<file path="src/fractal_value_noise_biome_map_assert.svh">
// ----------------------------------------------------------------------------
// fractal_value_noise_biome_map_assert
// Assertion macros shared by the noise biome block.
// Each macro expects clk_i and rst_ni in scope.
// ----------------------------------------------------------------------------
`ifndef FRACTAL_VALUE_NOISE_BIOME_MAP_ASSERT_SVH
`define FRACTAL_VALUE_NOISE_BIOME_MAP_ASSERT_SVH

// same-cycle implication
`define FVNB_ASSERT_IMPLIES(lbl, ante, cons, msg) \
  lbl: assert property (@(posedge clk_i) disable iff (!rst_ni) (ante) |-> (cons)) \
    else $error(msg);

// next-cycle implication
`define FVNB_ASSERT_NEXT(lbl, ante, cons, msg) \
  lbl: assert property (@(posedge clk_i) disable iff (!rst_ni) (ante) |=> (cons)) \
    else $error(msg);

`endif

</file>
<file path="src/fvnb_pkg.sv">
// ----------------------------------------------------------------------------
// fvnb_pkg
// Types, register indexes, hash constants and the biome ROM of the noise biome block.
// ----------------------------------------------------------------------------
package fvnb_pkg;

  localparam int COORD_BITS = 24;
  localparam int CFG_IDX_W  = 2;
  localparam int CFG_DATA_W = 32;

  localparam logic [CFG_IDX_W-1:0] REG_HEIGHT_SEED  = 2'd0;
  localparam logic [CFG_IDX_W-1:0] REG_TEMP_SEED    = 2'd1;
  localparam logic [CFG_IDX_W-1:0] REG_NOISE_FREQ   = 2'd2;
  localparam logic [CFG_IDX_W-1:0] REG_OCTAVE_COUNT = 2'd3;

  localparam logic [31:0] HASH_MUL_Y    = 32'd57;
  localparam logic [31:0] HASH_MUL_SEED = 32'd131;
  localparam logic [31:0] HASH_MUL_SQ   = 32'd15731;
  localparam logic [31:0] HASH_ADD_SQ   = 32'd789221;
  localparam logic [31:0] HASH_ADD_OUT  = 32'd1376312589;

  typedef struct packed {
    logic signed [COORD_BITS-1:0] tile_x;
    logic signed [COORD_BITS-1:0] tile_y;
  } in_item_t;

  typedef struct packed {
    logic [2:0] biome_code;
    logic [2:0] height_level;
    logic [2:0] temp_level;
  } out_item_t;

  // indexed by {temp_level, height_level}
  localparam logic [2:0] BIOME_ROM [64] = '{
    3'd5, 3'd5, 3'd5, 3'd6, 3'd6, 3'd2, 3'd2, 3'd2,
    3'd7, 3'd5, 3'd5, 3'd6, 3'd6, 3'd6, 3'd2, 3'd2,
    3'd7, 3'd5, 3'd0, 3'd0, 3'd6, 3'd6, 3'd2, 3'd2,
    3'd7, 3'd0, 3'd0, 3'd0, 3'd1, 3'd1, 3'd2, 3'd2,
    3'd7, 3'd0, 3'd0, 3'd0, 3'd1, 3'd1, 3'd2, 3'd4,
    3'd7, 3'd7, 3'd0, 3'd0, 3'd1, 3'd1, 3'd4, 3'd4,
    3'd7, 3'd7, 3'd0, 3'd3, 3'd3, 3'd3, 3'd4, 3'd4,
    3'd7, 3'd7, 3'd7, 3'd3, 3'd3, 3'd4, 3'd4, 3'd4
  };

endpackage

</file>
<file path="src/fvnb_front.sv">
// ----------------------------------------------------------------------------
// fvnb_front
// Absolute tile coordinates scaled by the base frequency, one register stage.
// ----------------------------------------------------------------------------
module fvnb_front #(
  parameter int FRAC_BITS = 16,
  parameter int BX_W      = 40
) (
  input  logic                     clk_i,
  input  logic                     rst_ni,
  input  logic [15:0]              freq_i,
  input  logic                     in_valid_i,
  output logic                     in_ready_o,
  input  fvnb_pkg::in_item_t       in_item_i,
  output logic                     out_valid_o,
  input  logic                     out_ready_i,
  output logic [BX_W-1:0]          bx_o,
  output logic [BX_W-1:0]          by_o
);

  localparam int CB = fvnb_pkg::COORD_BITS;
  localparam int PW = CB + 16;

  logic          valid_q;
  logic [CB-1:0] ax, ay;
  logic [PW-1:0] px, py;
  logic [BX_W-1:0] bx_d, by_d, bx_q, by_q;

  // the most negative value maps onto itself, read as unsigned
  assign ax = in_item_i.tile_x[CB-1] ? (CB'(0) - CB'(in_item_i.tile_x)) : CB'(in_item_i.tile_x);
  assign ay = in_item_i.tile_y[CB-1] ? (CB'(0) - CB'(in_item_i.tile_y)) : CB'(in_item_i.tile_y);
  assign px = PW'(ax) * PW'(freq_i);
  assign py = PW'(ay) * PW'(freq_i);

  if (FRAC_BITS >= 16) begin : g_up
    assign bx_d = BX_W'(px) << (FRAC_BITS - 16);
    assign by_d = BX_W'(py) << (FRAC_BITS - 16);
  end else begin : g_dn
    assign bx_d = BX_W'(px >> (16 - FRAC_BITS));
    assign by_d = BX_W'(py >> (16 - FRAC_BITS));
  end

  assign in_ready_o = ~valid_q | out_ready_i;

  always_ff @(posedge clk_i or negedge rst_ni) begin
    if (!rst_ni) begin
      valid_q <= 1'b0;
    end else if (in_ready_o) begin
      valid_q <= in_valid_i;
    end
  end

  always_ff @(posedge clk_i) begin
    if (in_ready_o) begin
      bx_q <= bx_d;
      by_q <= by_d;
    end
  end

  assign out_valid_o = valid_q;
  assign bx_o        = bx_q;
  assign by_o        = by_q;

endmodule

</file>
<file path="config.mk">
export PLATFORM = sky130hd
export DESIGN_NAME = fvnb_front
export DESIGN_NICKNAME = d
export VERILOG_FILES = /design/src/fractal_value_noise_biome_map_assert.svh /design/src/fvnb_pkg.sv /design/src/fvnb_front.sv
export SDC_FILE = /design/constraint.sdc
export NUM_CORES = 2
export LEC_CHECK = 0
export BUFFER_PORTS_ARGS = -buffer_cell sky130_fd_sc_hd__buf_2
export CAP_MARGIN = 20
export CORE_ASPECT_RATIO = 1.2
export CORE_UTILIZATION = 45
export DETAILED_ROUTE_END_ITERATION = 10
export GPL_ROUTABILITY_DRIVEN = 0
export PLACE_DENSITY = 0.63
export SLEW_MARGIN = 20
export SYNTH_ARGS = -nofsm -noshare
export SYNTH_HDL_FRONTEND = slang
export SYNTH_SLANG_ARGS = --single-unit
</file>
<file path="constraint.sdc">
create_clock -name clk_i -period 6.5 [get_ports clk_i]
set_clock_uncertainty 0.15 [all_clocks]
set_input_delay 1.95 -clock clk_i [delete_from_list [all_inputs] [get_ports clk_i]]
set_output_delay 1.95 -clock clk_i [all_outputs]
set_load 0.05 [all_outputs]
</file>
==> run metrics <==
area growth from synthesis to layout 33.8%; Max Slew Vio Count 0; top cells by area, synth fa_1 (44%), ha_1 (10%), inv_1 (9.1%); worst slew margin relative to its limit 0.513; dpl hpwl 66.2 mm; Hold Crit Class register to register; Crit. End Element register; Top FF cell, synth edfxtp_1; RR Endpoint by_o[2]; IO Count 150; Via-to-Cell Ratio 5.13; Arr. time, crit path 9.45 ns; Tmin final 9.45 ns; sequential element share of the synthesized area 0.0866; WL/cell 18.0 um; EDFF count, synth 80; Final setup viols 65; status finished, violations left; Final Net Count 4606; CTS tree built; Root Driver clkbuf_16; most frequent cell after synthesis inv_1; top cells by count, synth inv_1 (678), fa_1 (612), nand2_1 (491); layout cells sized above 1 0.319; area of the core 61200 sq um; Synth Area per Inst 9.10 sq um; Max-Cap Viols 0; Die X 230 um; initial antenna violation count 3; crit start category input port; standard-cell rows 99; worst skew pair latency 0.40 ns; Final Non-Filler Cells 4513; FF+latch area 2430 sq um; final hold viol count 0; synth warn 0; asr flop ratio synth 0.0123; fmax 0.106 GHz; Worst R2R Start out_valid_o; grt total ovfl 0; reg-to-reg setup timing slack 4.45 ns; DRC 0; synthesized area 28000 sq um; CTS clock-pin slew for the worst setup and hold paths 0.08 ns; die boundary height 275 um; failing checks setup timing; Yosys top cell by area fa_1; hold_buf cts 0; Tightest Pin Transition 0.730 ns; Mapped Cells 3080; starting density of the core 0.458; Placed Cells 4404; full die area 63300 sq um; Synthesized Nets 3986; CTS sink count 81; Post-DRT Antenna Nets 0; met2 wire length 42.5 mm; unrepaired setup endpoints after global routing true; GR Util All Layers 0.264; hold path cells 1; Setup WS post-layout -2.95 ns; Worst Setup SP in_item_i[33]; R2R depth 2; number of global-route vias before repair 25.7k; Inserted Clock Buffers 9; met1 WL 31.4 mm; area of the multi-input gates 25300 sq um; fill cell count 4941; Worst setup endpoint bx_o[36]; crit path kind input port to register; pin count of the biggest net entering global routing 46; Buffers on Ports 149; Final period util 1.45; DR iter-0 viols 1111; via count 23.1k; synthesis-stage register bit count 81; first-pass GRT wire length 132 mm; Clock Tree Buf Depth 2; Routed WL 81.0 mm; Req. time, crit path 6.51 ns; DRT Pass-1 Iters 5; top-area cell type share of the netlist area 0.437; Cell variety after synth 57; H-tree Lvls 3; Routed met3 length 4.15 mm; antenna fix cells 0; top layer in use met5; crit-path max FO 4; hold path start out_valid_o
## placed cells by master, fill, tap and decap left out, types with 13 or more instances in the layout
| cell type | count |
|---|---|
| inv_1 | 631 |
| fa_1 | 582 |
| buf_4 | 508 |
| nand2_1 | 450 |
| and2_1 | 330 |
| ha_1 | 176 |
| buf_2 | 137 |
| buf_6 | 88 |
| edfxtp_1 | 80 |
| xnor2_1 | 57 |
| ha_4 | 46 |
| inv_2 | 42 |
| a21o_1 | 38 |
| a21oi_1 | 34 |
| fa_2 | 30 |
| a21oi_2 | 27 |
| nand2_2 | 24 |
| xnor2_2 | 24 |
| nor2_1 | 24 |
| xor2_1 | 18 |
| nand2_4 | 16 |
| o21ai_2 | 15 |
| a21oi_4 | 15 |
| buf_12 | 14 |
| xnor2_4 | 13 |
| o21ai_1 | 13 |
## worst min path at each step
stage | end
floorplan | out_valid_o
CTS | by_o[35]
detailed placement | by_o[38]
global placement | by_o[38]
finish | by_o[38]
global route | by_o[34]
## routing by layer
layer	up-vias	GRT usage
met3	168	0.0392
met2	674	0.479
met1	11800	0.317
li1	10500	-
met5	-	0
met4	4	0.101
## what timing repair did
action                     in CTS  in global routing
setup endpoints to repair      67                 67
pin swaps                     152                150
cloned                          2                  0
buffers inserted               63                 49
gates resized for setup       291                199
## layout make-up
| cell class | instances | share of cell area |
|---|---|---|
| multi-input combinational | 2177 | 0.675 |
| timing repair buffer | 753 | 0.157 |
| inverter | 678 | 0.0685 |
| sequential | 81 | 0.0647 |
| tap | 808 | 0.0270 |
| clock buffer | 9 | 0.00601 |
| clock inverter | 7 | 0.00210 |
## critical path: stages
cell	delay, ns
buf_6	0.09
or4_4	0.53
or4_4	0.44
or2_1	0.24
or3_4	0.39
nand2b_4	0.19
o21ai_4	0.29
xnor2_4	0.21
nand2_1	0.11
fa_1	0.48
fa_1	0.54
inv_2	0.04
fa_1	0.54
fa_1	0.44
fa_1	0.50
inv_1	0.05
fa_1	0.49
inv_2	0.05
ha_4	0.23
a21oi_4	0.18
o2111ai_2	0.14
a221oi_2	0.31
a21boi_1	0.13
or3b_4	0.43
a21bo_2	0.23
a21oi_2	0.14
xnor2_1	0.07
## cells by family after synthesis
group	share of synthesized area
AOI/OAI and AO/OA	0.0584
xor gates and xnor gates	0.0353
adders and majority gates	0.538
buffers and inverters	0.111
DFF	0.0866
and+or+nand+nor	0.171
## sequential cells by signal, indices dropped and copies added, names as in the netlist
| signal | flops |
|---|---|
| bx_o | 40 |
| by_o | 40 |
| out_valid_o | 1 |
## per-stage QoR
step                hold WS (ns)   util  instance area [sq um]  setup TNS, ns  setup WS, ns
floorplan                   1.50      -                  29200        -116.92         -2.93
global placement           0.849  0.559                  34200        -164.26         -3.38
detailed placement         0.860  0.559                  34200        -167.94         -3.58
CTS                        0.883  0.595                  36400        -122.14         -2.81
global route               0.913  0.613                  37500        -137.61         -3.16
finish                     0.843  0.613                  37500        -125.42         -2.95
Power is left out: the tool's default activity adds up to more than one toggle a clock period on the data nets, which glitch-free logic cannot reach.
